--- config.mk ---
export PLATFORM = sky130hd
export DESIGN_NAME = cartridge_bank_mapper
export DESIGN_NICKNAME = d
export VERILOG_FILES = /design/src/cbm_pkg.sv /design/src/cbm_decode.sv /design/src/cartridge_bank_mapper.sv
export SDC_FILE = /design/constraint.sdc
export NUM_CORES = 1
export LEC_CHECK = 0
export BUFFER_PORTS_ARGS = -buffer_cell sky130_fd_sc_hd__buf_2
export CORE_MARGIN = 5
export CORE_UTILIZATION = 40
export CTS_BUF_LIST = sky130_fd_sc_hd__clkbuf_16
export CTS_CLUSTER_SIZE = 28
export DETAILED_ROUTE_END_ITERATION = 6
export PLACE_DENSITY = 0.59
export SKIP_CTS_REPAIR_TIMING = 1
export SLEW_MARGIN = 25
export SYNTH_ARGS = -nofsm -noshare
export SYNTH_HDL_FRONTEND = slang
export SYNTH_SLANG_ARGS = --single-unit
--- constraint.sdc ---
create_clock -name clock -period 5.27 [get_ports clock]
set_clock_uncertainty 0.2 [all_clocks]
set_input_delay 1.054 -clock clock [delete_from_list [all_inputs] [get_ports clock]]
set_output_delay 1.054 -clock clock [all_outputs]
set_load 0.01 [all_outputs]
--- src/cbm_pkg.sv ---
`timescale 1ns / 1ps
// ----------------------------------------------------------------------------
// Cartridge bank mapper package
// Shared types and constants for the cartridge bank mapper and its decoder.
// ----------------------------------------------------------------------------
package cbm_pkg;

   localparam int MAX_ROM_BANKS_DEFAULT = 512;

   localparam int BANK_W      = 9;
   localparam int CLOCK_REGS  = 5;

   // Mapper styles.
   localparam logic [1:0] STYLE_ROM_ONLY = 2'd0;
   localparam logic [1:0] STYLE_MBC1     = 2'd1;
   localparam logic [1:0] STYLE_MBC3     = 2'd2;

   // Result kinds.
   localparam logic [2:0] KIND_ROM_READ   = 3'd0;
   localparam logic [2:0] KIND_RAM_READ   = 3'd1;
   localparam logic [2:0] KIND_RAM_WRITE  = 3'd2;
   localparam logic [2:0] KIND_CLOCK_READ = 3'd3;
   localparam logic [2:0] KIND_OPEN_BUS   = 3'd4;

   // Configuration register indexes.
   localparam logic [1:0] CSR_MAPPER_MODE    = 2'd0;
   localparam logic [1:0] CSR_HAS_CART_RAM   = 2'd1;
   localparam logic [1:0] CSR_ROM_BANK_MASK  = 2'd2;
   localparam logic [1:0] CSR_RAM_BANK_COUNT = 2'd3;

   localparam logic [7:0] OPEN_BUS_BYTE  = 8'hFF;
   localparam logic [3:0] RAM_ENABLE_KEY = 4'hA;
   localparam logic [7:0] CLOCK_BANK_LO  = 8'h08;
   localparam logic [7:0] CLOCK_BANK_HI  = 8'h0C;

   typedef struct packed {
      logic [15:0] bus_address;
      logic [7:0]  bus_data;
      logic        func;
   } req_type;

   typedef struct packed {
      logic [2:0]  result_kind;
      logic [22:0] mem_address;
      logic [7:0]  write_byte;
      logic [7:0]  read_byte;
   } rsp_type;

   typedef struct packed {
      logic [1:0] mapper_mode;
      logic       has_cart_ram;
      logic [8:0] rom_bank_mask;
      logic [4:0] ram_bank_count;
   } cfg_type;

   typedef struct packed {
      logic [BANK_W-1:0]                rom_bank;
      logic [7:0]                       ram_bank;
      logic                             ram_enabled;
      logic                             banking_mode;
      logic [CLOCK_REGS-1:0][7:0]       clock_regs;
   } mapper_state_type;

endpackage

--- src/cbm_decode.sv ---
`timescale 1ns / 1ps
// ----------------------------------------------------------------------------
// Cartridge bank mapper decoder
// Decodes one bus access against the bank state: gives the result beat, if
// any, and the bank state that follows the access.
// ----------------------------------------------------------------------------
module cbm_decode #(
   parameter int MaxRomBanks = cbm_pkg::MAX_ROM_BANKS_DEFAULT
) (
   input  cbm_pkg::cfg_type          cfg,
   input  cbm_pkg::mapper_state_type state_cur,
   input  cbm_pkg::req_type          item,
   output cbm_pkg::mapper_state_type state_nxt,
   output logic                      emit,
   output cbm_pkg::rsp_type          rsp
);

   localparam logic [8:0] BankLimit = 9'(MaxRomBanks - 1);

   logic [3:0] page;
   logic       mbc1;
   logic       mbc3;
   logic       ram_on;
   logic [8:0] eff_mask;
   logic [8:0] bank_tmp;
   logic [8:0] read_bank;
   logic       clock_bank;
   logic       clock_in_range;
   logic [2:0] clock_idx;
   logic       ram_window;
   logic [22:0] ram_addr;

   assign page           = item.bus_address[15:12];
   assign mbc1           = (cfg.mapper_mode == cbm_pkg::STYLE_MBC1);
   assign mbc3           = (cfg.mapper_mode == cbm_pkg::STYLE_MBC3);
   assign ram_on         = cfg.has_cart_ram & state_cur.ram_enabled;
   assign eff_mask       = cfg.rom_bank_mask & BankLimit;
   assign clock_bank     = mbc3 && (state_cur.ram_bank >= cbm_pkg::CLOCK_BANK_LO);
   assign clock_in_range = clock_bank && (state_cur.ram_bank <= cbm_pkg::CLOCK_BANK_HI);
   assign clock_idx      = state_cur.ram_bank[2:0];
   assign ram_window     = (page == 4'hA) || (page == 4'hB);
   assign read_bank      = (mbc1 && state_cur.banking_mode) ?
                           {4'd0, state_cur.rom_bank[4:0]} : state_cur.rom_bank;

   always_comb begin
      ram_addr = {10'd0, item.bus_address[12:0]};
      if ((state_cur.banking_mode || !mbc1) &&
          ({1'b0, state_cur.ram_bank} < {4'd0, cfg.ram_bank_count})) begin
         ram_addr = {5'd0, state_cur.ram_bank[4:0], item.bus_address[12:0]};
      end
   end

   always_comb begin
      state_nxt = state_cur;
      emit      = 1'b0;
      rsp       = '0;
      bank_tmp  = state_cur.rom_bank;
      if (item.func) begin
         priority if (page <= 4'd1) begin
            if ((mbc1 || mbc3) && cfg.has_cart_ram) begin
               state_nxt.ram_enabled = (item.bus_data[3:0] == cbm_pkg::RAM_ENABLE_KEY);
            end
         end else if (page <= 4'd3) begin
            if (mbc1) begin
               bank_tmp = {state_cur.rom_bank[8:7], state_cur.rom_bank[6:5],
                           item.bus_data[4:0]} & 9'h07F;
               if (bank_tmp[4:0] == 5'd0) begin
                  bank_tmp = bank_tmp + 9'd1;
               end
            end else if (mbc3) begin
               bank_tmp = {2'd0, item.bus_data[6:0]};
               if (bank_tmp == 9'd0) begin
                  bank_tmp = 9'd1;
               end
            end
            state_nxt.rom_bank = bank_tmp & eff_mask;
         end else if (page <= 4'd5) begin
            if (mbc1) begin
               state_nxt.ram_bank = {6'd0, item.bus_data[1:0]};
               state_nxt.rom_bank = {2'd0, item.bus_data[1:0], state_cur.rom_bank[4:0]}
                                    & eff_mask;
            end else if (mbc3) begin
               state_nxt.ram_bank = item.bus_data;
            end
         end else if (page <= 4'd7) begin
            state_nxt.banking_mode = item.bus_data[0];
         end else if (ram_window && ram_on) begin
            if (clock_bank) begin
               for (int i = 0; i < cbm_pkg::CLOCK_REGS; i++) begin
                  if (clock_in_range && (clock_idx == 3'(i))) begin
                     state_nxt.clock_regs[i] = item.bus_data;
                  end
               end
            end else if (cfg.ram_bank_count != 5'd0) begin
               emit            = 1'b1;
               rsp.result_kind = cbm_pkg::KIND_RAM_WRITE;
               rsp.mem_address = ram_addr;
               rsp.write_byte  = item.bus_data;
            end
         end
      end else begin
         priority if (page <= 4'd3) begin
            emit            = 1'b1;
            rsp.result_kind = cbm_pkg::KIND_ROM_READ;
            rsp.mem_address = {7'd0, item.bus_address};
         end else if (page <= 4'd7) begin
            emit            = 1'b1;
            rsp.result_kind = cbm_pkg::KIND_ROM_READ;
            rsp.mem_address = {read_bank, item.bus_address[13:0]};
         end else if (ram_window) begin
            emit = 1'b1;
            if (!ram_on || (clock_bank && !clock_in_range) ||
                (!clock_bank && (cfg.ram_bank_count == 5'd0))) begin
               rsp.result_kind = cbm_pkg::KIND_OPEN_BUS;
               rsp.read_byte   = cbm_pkg::OPEN_BUS_BYTE;
            end else if (clock_bank) begin
               rsp.result_kind = cbm_pkg::KIND_CLOCK_READ;
               for (int i = 0; i < cbm_pkg::CLOCK_REGS; i++) begin
                  if (clock_idx == 3'(i)) begin
                     rsp.read_byte = state_cur.clock_regs[i];
                  end
               end
            end else begin
               rsp.result_kind = cbm_pkg::KIND_RAM_READ;
               rsp.mem_address = ram_addr;
            end
         end
      end
   end

endmodule

--- src/cartridge_bank_mapper.sv ---
`timescale 1ns / 1ps
// ----------------------------------------------------------------------------
// Cartridge bank mapper
// Bank controller for a cartridge bus in ROM only, MBC1 or MBC3 style. It
// maps bus reads to ROM or RAM addresses, clock register data or open bus,
// maps RAM writes, and tracks the bank registers written by the bus.
// ----------------------------------------------------------------------------
//   Channel  Direction  Handshake              Beat
//   req      in         req_valid / req_ready  req_payload (cbm_pkg::req_type)
//   rsp      out        rsp_valid / rsp_ready  rsp_payload (cbm_pkg::rsp_type)
//   csr      in         csr_we                 csr_index, csr_wdata
//
// One beat per cycle is accepted while the decoder is not held. A beat goes
// into an input register and is decoded from there; its result, if any, is
// loaded into the output register when that register is free. Bank state
// changes as the beat leaves the input register, so the next beat sees it at
// once. A stalled result holds the decoder only when the beat in decode has a
// result too.
// Reset puts the bank registers and the configuration to their start values.
// ----------------------------------------------------------------------------
module cartridge_bank_mapper #(
   parameter int MaxRomBanks = cbm_pkg::MAX_ROM_BANKS_DEFAULT
) (
   input  logic             clock,
   input  logic             reset,
   input  logic             req_valid,
   output logic             req_ready,
   input  cbm_pkg::req_type req_payload,
   output logic             rsp_valid,
   input  logic             rsp_ready,
   output cbm_pkg::rsp_type rsp_payload,
   input  logic             csr_we,
   input  logic [1:0]       csr_index,
   input  logic [8:0]       csr_wdata
);

   localparam int RomBankW = $clog2(MaxRomBanks);

   cbm_pkg::cfg_type          cfg_ff;
   cbm_pkg::cfg_type          cfg_in;
   cbm_pkg::req_type          item_ff;
   logic                      item_valid_ff;
   logic                      item_valid_in;
   cbm_pkg::rsp_type          rsp_ff;
   logic                      rsp_valid_ff;
   logic                      rsp_valid_in;
   logic [RomBankW-1:0]       rom_bank_ff;
   logic [RomBankW-1:0]       rom_bank_in;
   logic [7:0]                ram_bank_ff;
   logic                      ram_enabled_ff;
   logic                      banking_mode_ff;
   logic [cbm_pkg::CLOCK_REGS-1:0][7:0] clock_regs_ff;
   cbm_pkg::mapper_state_type state_cur;
   cbm_pkg::mapper_state_type state_nxt;
   cbm_pkg::rsp_type          dec_rsp;
   logic                      dec_emit;
   logic                      out_free;
   logic                      advance;

   assign state_cur.rom_bank     = cbm_pkg::BANK_W'(rom_bank_ff);
   assign state_cur.ram_bank     = ram_bank_ff;
   assign state_cur.ram_enabled  = ram_enabled_ff;
   assign state_cur.banking_mode = banking_mode_ff;
   assign state_cur.clock_regs   = clock_regs_ff;

   cbm_decode #(
      .MaxRomBanks(MaxRomBanks)
   ) u_decode (
      .cfg      (cfg_ff),
      .state_cur(state_cur),
      .item     (item_ff),
      .state_nxt(state_nxt),
      .emit     (dec_emit),
      .rsp      (dec_rsp)
   );

   assign out_free      = !rsp_valid_ff || rsp_ready;
   assign advance       = item_valid_ff && (!dec_emit || out_free);
   assign req_ready     = !item_valid_ff || advance;
   assign item_valid_in = req_valid || (item_valid_ff && !advance);
   assign rsp_valid_in  = out_free ? (advance && dec_emit) : rsp_valid_ff;
   assign rom_bank_in   = state_nxt.rom_bank[RomBankW-1:0];
   assign rsp_valid     = rsp_valid_ff;
   assign rsp_payload   = rsp_ff;

   always_comb begin
      cfg_in = cfg_ff;
      if (csr_we) begin
         unique case (csr_index)
            cbm_pkg::CSR_MAPPER_MODE:    cfg_in.mapper_mode    = csr_wdata[1:0];
            cbm_pkg::CSR_HAS_CART_RAM:   cfg_in.has_cart_ram   = csr_wdata[0];
            cbm_pkg::CSR_ROM_BANK_MASK:  cfg_in.rom_bank_mask  = csr_wdata;
            cbm_pkg::CSR_RAM_BANK_COUNT: cfg_in.ram_bank_count = csr_wdata[4:0];
            default:                     cfg_in = cfg_ff;
         endcase
      end
   end

   always_ff @(posedge clock) begin
      if (reset) begin
         cfg_ff.mapper_mode    <= cbm_pkg::STYLE_ROM_ONLY;
         cfg_ff.has_cart_ram   <= 1'b0;
         cfg_ff.rom_bank_mask  <= 9'd1;
         cfg_ff.ram_bank_count <= 5'd0;
         item_valid_ff         <= 1'b0;
         rsp_valid_ff          <= 1'b0;
         rom_bank_ff           <= RomBankW'(1);
         ram_bank_ff           <= 8'd0;
         ram_enabled_ff        <= 1'b0;
         banking_mode_ff       <= 1'b0;
         clock_regs_ff         <= '0;
      end else begin
         cfg_ff        <= cfg_in;
         item_valid_ff <= item_valid_in;
         rsp_valid_ff  <= rsp_valid_in;
         if (advance) begin
            rom_bank_ff     <= rom_bank_in;
            ram_bank_ff     <= state_nxt.ram_bank;
            ram_enabled_ff  <= state_nxt.ram_enabled;
            banking_mode_ff <= state_nxt.banking_mode;
            clock_regs_ff   <= state_nxt.clock_regs;
         end
      end
   end

   always_ff @(posedge clock) begin
      if (req_valid && req_ready) begin
         item_ff <= req_payload;
      end
      if (advance && dec_emit && out_free) begin
         rsp_ff <= dec_rsp;
      end
   end

endmodule

# Word-level counts from Yosys, hierarchy flattened
# Index checks and enable logic that the tools add are counted.
classes:
  n_addsub: 1
  n_lt_le_gt_ge: 7
  n_eq_ne: 12
  n_mux: 47
  n_bitwise: 11
  reduce_logical: 59
op_table:
  columns: ["op", "n"]
  rows:
  - ["two-way mux 34 bit", 5]
  - ["two-way mux 26 bit", 4]
  - ["two-way mux 9 bit", 9]
  - ["two-way mux 8 bit", 9]
  - ["two-way mux 33 bit", 2]
  - ["two-way mux 23 bit", 2]
  - ["AND reduction 9 bit", 5]
  - ["logical AND 1 bit", 18]
  - ["two-way mux 18 bit", 1]
  - ["two-way mux 17 bit", 1]
  - ["== test 4 bit (second input constant)", 3]
  - ["AND reduction 6 bit", 2]
  - ["two-way mux 1 bit", 11]
  - ["zero test 5 bit", 2]
  - ["bitwise AND 7 x 9 -> 9 bit", 1]
  - ["bitwise AND 9 bit", 1]
  - ["logical OR 1 bit", 9]
  - ["adder 7 x 1 -> 8 bit (second input constant)", 1]
  - ["greater-or-equal comparator 8 x 4 -> 1 bit (second input constant)", 1]
  - ["less-or-equal comparator 4 x 3 -> 1 bit (second input constant)", 2]
  - ["less-or-equal comparator 8 x 4 -> 1 bit (second input constant)", 1]
  - ["zero test 1 bit", 8]
  - ["< comparator 8 x 5 -> 1 bit", 1]
  - ["NOT 1 bit", 8]
  - ["21 further kinds", 30]
totals:
  reg_bits: 145
  output_inout_bits: 44
  word_cells: 159

# Depth between registers and ports, before layout
logic_depth:
  depth_word: 15
  mapped_depth: 8

# Cells and area by module
# Synthesis repeated with hierarchy kept, for this count alone.
unflattened:
  hier_cells: 662
  area_unflattened_um2: 7494.7
by_module_without_submodules:
  columns: ["module", "instances", "cells_each", "area_per_inst_um2", "seq_area_each_um2"]
  rows:
  - ["cartridge_bank_mapper", 1, 393, 5426.5, 3573.4]
  - ["cbm_decode", 1, 269, 2068.2, 0.0]

# Least setup slack after synthesis
# No wires, ideal clock.
synth_timing:
  kind: "register -> register"
  from: "register ram_bank_ff[4]"
  to: "register rsp_ff (netlist bit rsp_payload[0]) (enable)"
  t_arrival_ps: 4438
  slack_ps: 129
  stages_incl_launch_ff: 5
  n_path_buf: 0
  cell_sequence: "dfxtp_1 -> or4_4 -> o21ai_4 -> a31oi_2 -> nor3b_1"
synth_between:
  elab_chain_len: 14
synth_rtl:
  columns: ["element", "line_no", "rtl"]
  rows:
  - ["start, declared", "cartridge_bank_mapper.sv:49", "logic [7:0] ram_bank_ff;"]
  - ["start signal, assigned", "cartridge_bank_mapper.sv:118", "ram_bank_ff <= state_nxt.ram_bank;"]
  - ["greater-or-equal comparator 8 x 4 -> 1 bit (*)", "cbm_decode.sv:38", "assign clock_bank = mbc3 && (state_cur.ram_bank >= cbm_pkg::CLOCK_BANK_LO);"]
  - ["logical AND 1 bit (*)", "cbm_decode.sv:38", null]
  - ["two-way mux 1 bit (*)", "cbm_decode.sv:88", "if (clock_bank) begin"]
  - ["two-way mux 1 bit (*)", "cbm_decode.sv:87", "end else if (ram_window && ram_on) begin"]
  - ["two-way mux 1 bit (*)", "cbm_decode.sv:85", "end else if (page <= 4'd7) begin"]
  - ["two-way mux 1 bit (*)", "cbm_decode.sv:77", "end else if (page <= 4'd5) begin"]
  - ["two-way mux 1 bit (*)", "cbm_decode.sv:63", "end else if (page <= 4'd3) begin"]
  - ["two-way mux 1 bit (*)", "cbm_decode.sv:59", "priority if (page <= 4'd1) begin"]
  - ["two-way mux 1 bit (*)", "cbm_decode.sv:58", "if (item.func) begin"]
  - ["zero test 1 bit", "cartridge_bank_mapper.sv:78", "assign advance = item_valid_ff && (!dec_emit || out_free);"]
  - ["logical OR 1 bit", "cartridge_bank_mapper.sv:78", null]
  - ["logical AND 1 bit", "cartridge_bank_mapper.sv:78", null]
  - ["logical AND 1 bit (*) (2 in a row)", "cartridge_bank_mapper.sv:130", "if (advance && dec_emit && out_free) begin"]
  - ["end signal, assigned", "cartridge_bank_mapper.sv:131", "rsp_ff <= dec_rsp;"]
  - ["end, declared", "cartridge_bank_mapper.sv:44", "cbm_pkg::rsp_type rsp_ff;"]
# Mark *: on every way between the ends. The rest lies on a longest branch, timed or not.
# A chain may end at the register's enable or synchronous reset.

# Final worst setup path
layout_timing:
  from: "register item_ff[23] (netlist name)"
  to: "output req_ready"
layout_between:
  elab_chain_len: 13
layout_rtl:
  columns: ["element", "line_no", "rtl"]
  rows:
  - ["start, declared", "cartridge_bank_mapper.sv:41", "cbm_pkg::req_type item_ff;"]
  - ["start signal, assigned", "cartridge_bank_mapper.sv:128", "item_ff <= req_payload;"]
  - ["== test 4 bit", "cbm_decode.sv:41", "assign ram_window = (page == 4'hA) || (page == 4'hB);"]
  - ["logical OR 1 bit", "cbm_decode.sv:41", null]
  - ["logical AND 1 bit", "cbm_decode.sv:87", null]
  - ["two-way mux 1 bit", "cbm_decode.sv:87", null]
  - ["two-way mux 1 bit", "cbm_decode.sv:85", null]
  - ["two-way mux 1 bit", "cbm_decode.sv:77", null]
  - ["two-way mux 1 bit", "cbm_decode.sv:63", null]
  - ["two-way mux 1 bit", "cbm_decode.sv:59", null]
  - ["two-way mux 1 bit (*)", "cbm_decode.sv:58", null]
  - ["zero test 1 bit (*)", "cartridge_bank_mapper.sv:78", null]
  - ["logical OR 1 bit (*)", "cartridge_bank_mapper.sv:78", null]
  - ["logical AND 1 bit (*)", "cartridge_bank_mapper.sv:78", null]
  - ["logical OR 1 bit (*)", "cartridge_bank_mapper.sv:79", "assign req_ready = !item_valid_ff || advance;"]
  - ["end, declared", "cartridge_bank_mapper.sv:27", "output logic req_ready,"]
# Marks and branches as above.

==> results_dict.tcl <==
set metrics [dict create \
    cts_max_path_buffers 2 \
    worstMarginPinSlew_ns 0.8611 \
    routed_wl_microns 15110 \
    track_usage 0.1672 \
    syn_area_sq_um 6392 \
    gr-usage-met3 0.04219 \
    period_minus_slack_ns 3.746 \
    grt.busiest_layer "met2" \
    final_util 0.4791 \
    yosys_warnings 0 \
    combPwrFrac 0.047 \
    io_pins 85 \
    fmax_ghz 0.2669 \
    antenna_found_initial 0 \
    synth_area_per_cell_sq_um 11.52 \
    ys_ff_latch 145 \
    critPathCaptureType "primary output" \
    first_global_vias 4405 \
    die_w_microns 136.4 \
    use_met2 0.2600 \
    path_class "flop to primary output" \
    crit_required_ns 4.02 \
    clkPwrFrac 0.459 \
    finalSetupViolations 0 \
    cp.arrival_ns 2.49 \
    mostFrequentLayoutCell "buf_2" \
    drv_slew 0 \
    switchingPower_uw 574.6 \
    hpwl_microns 10520 \
    die_h_microns 136.4 \
    initial_core_util 0.4053 \
    vias 4438 \
    place_congestion 0.8515 \
    ir_drop_v 0.0002046 \
    viasPerCell 5.148 \
    drive_above_1_share 0.2245 \
    nets 683 \
    outcome "completed" \
    swShare 0.2322 \
    drtIter0Drc 349 \
    critPathLaunchType "flop" \
    port_buffers 84 \
    clock-sinks 145 \
    area_growth_pct 18.20 \
    syn_nets 605 \
    post-route-period-util 0.7109 \
    cts_tree "done" \
    ant_nets 0 \
    maxCapViolations 0 \
    synth-main-ff-cell "dfxtp_1" \
    hold_viol 0 \
    synth_edf_count 67 \
    dr.pass1.iters 5 \
    final.setup.tns_ns 0 \
    power.density_nw_per_um2 327.5 \
    rsz0062_at_grt "false" \
    synth_cell_type_count 66 \
    ctsRootBufferMaster "clkbuf_16" \
    place_inst 830 \
    htreeDepth 4 \
    pwr-share-seq 0.494 \
    setup_ws_ns 1.524 \
    drc 0 \
    die-area_sq_um 18610 \
    holdWs_ns 0.2669 \
    postPlaceCellArea_sq_um 6998 \
    grt_pass1_wl_microns 23660 \
    path_max_fanout 18 \
    numCtsBuffers 17 \
    netlist_instances 555 \
    fin_cells 862 \
    grt_max_degree 53 \
    most-common-layout-cells "buf_2 (84), dfxtp_1 (78), edfxtp_1 (67)" \
    p_int_mw 1.900 \
    antenna_cells 0 \
    clk_pin_slew_ns 0.06 \
    clkLatencyLatePin_ns 0.42 \
    stdcell_area_sq_um 7556 \
    p_leak_nw 3.058 \
    fp-row-count 46 \
    core-area_sq_um 15770 \
    overflow 0 \
    synthArstFlopShare 0 \
    slew_headroom 0.4251 \
    dp_slack_ns 1.977 \
    grt_use_met1 0.2306 \
    power_mw 2.474 \
    routedWlPerCell_microns 17.53 \
    yosysSeqAreaShare 0.5590 \
    hold_class "flop to flop" \
]
==> kinds of logic (layout without fill, tap and decap cells) <==
kind of cell | after synthesis | in the layout | share of synthesized area
multiplexers | 66 | 66 | 0.1192
XOR/XNOR | 1 | 1 | 0.001370
flip-flops | 145 | 145 | 0.5590
buffers and inverters | 42 | 133 | 0.02642
AND/OR/NAND/NOR | 216 | 216 | 0.1985
adder cells (fa/ha/maj) | 9 | 9 | 0.01762
AO/OA/AOI/OAI | 76 | 76 | 0.07791
==> path summary, 6_finish.rpt <==
path	startpoint	end	slack [ns]	cells past startpoint
max reg2reg	item_ff[23]	rsp_payload[6]	2.46	5
min	ram_bank_ff[7]	ram_bank_ff[7]	0.27	2
min reg2reg	ram_bank_ff[7]	ram_bank_ff[7]	0.27	2
max	item_ff[23]	req_ready	1.52	5
==> per-layer routing <==
metal	wire (microns)	up-vias
met3	722	11
met5	0	-
li1	-	2173
met2	7206	118
met1	7022	2136
met4	160	0
==> final cells by class <==
cell class                      count  area (sq um)
Sequential cell                   145          3573
Timing Repair Buffer               86         435.4
Tap cell                          216         270.3
Inverter                           15         56.30
Clock inverter                     15         132.6
Multi-Input combinational cell    368          2663
Clock buffer                       17         425.4
Fill cell                        1487          8214
==> state kept, by name (all words and copies together), names as in the netlist <==
register,cells
rsp_payload,42
clock_regs_ff,40
item_ff,25
cfg_ff,17
rom_bank_ff,9
ram_bank_ff,8
banking_mode_ff,1
item_valid_ff,1
ram_enabled_ff,1
rsp_valid,1
==> synth_stat cells (all sizes together) (3+ instances only) <==
library cell / count / area (sq um)
nor4: 3 / 25.02
a21oi: 37 / 185.2
nor4b: 3 / 32.53
nand4: 4 / 31.28
nand3b: 4 / 30.03
nor3b: 6 / 50.05
nor2b: 24 / 150.1
inv: 15 / 56.30
nand3: 13 / 70.07
o31ai: 6 / 45.04
edfxtp: 67 / 2012
ha: 9 / 112.6
mux2i: 57 / 570.6
o21ai: 11 / 66.32
or3b: 4 / 37.54
dfxtp: 78 / 1562
nand2: 30 / 112.6
buf: 7 / 37.54
mux4: 8 / 180.2
clkbuf: 20 / 75.07
and2: 8 / 50.05
nand2b: 52 / 325.3
and3: 9 / 56.30
nor3: 9 / 56.31
nor2: 35 / 138.9
==> critical path, stage by stage (launching register included) <==
cell and delay, ns:
edfxtp_1 0.60, nand3b_1 0.28, nor2_1 0.41, a31oi_2 0.25, or3_1 0.38, buf_2 0.15
==> power by group through the flow <==
stage	clock, mW	combinational (mW)	sequential (mW)
5_1_grt	1.22	0.127	1.23
3_5_place_dp	0	0.116	1.25
2_1_floorplan	0	0.0716	1.24
4_1_cts	1.16	0.116	1.22
6_report	1.14	0.115	1.22
3_3_place_gp	0	0.114	1.25
Note: power is estimated with default switching activity, not from simulation.
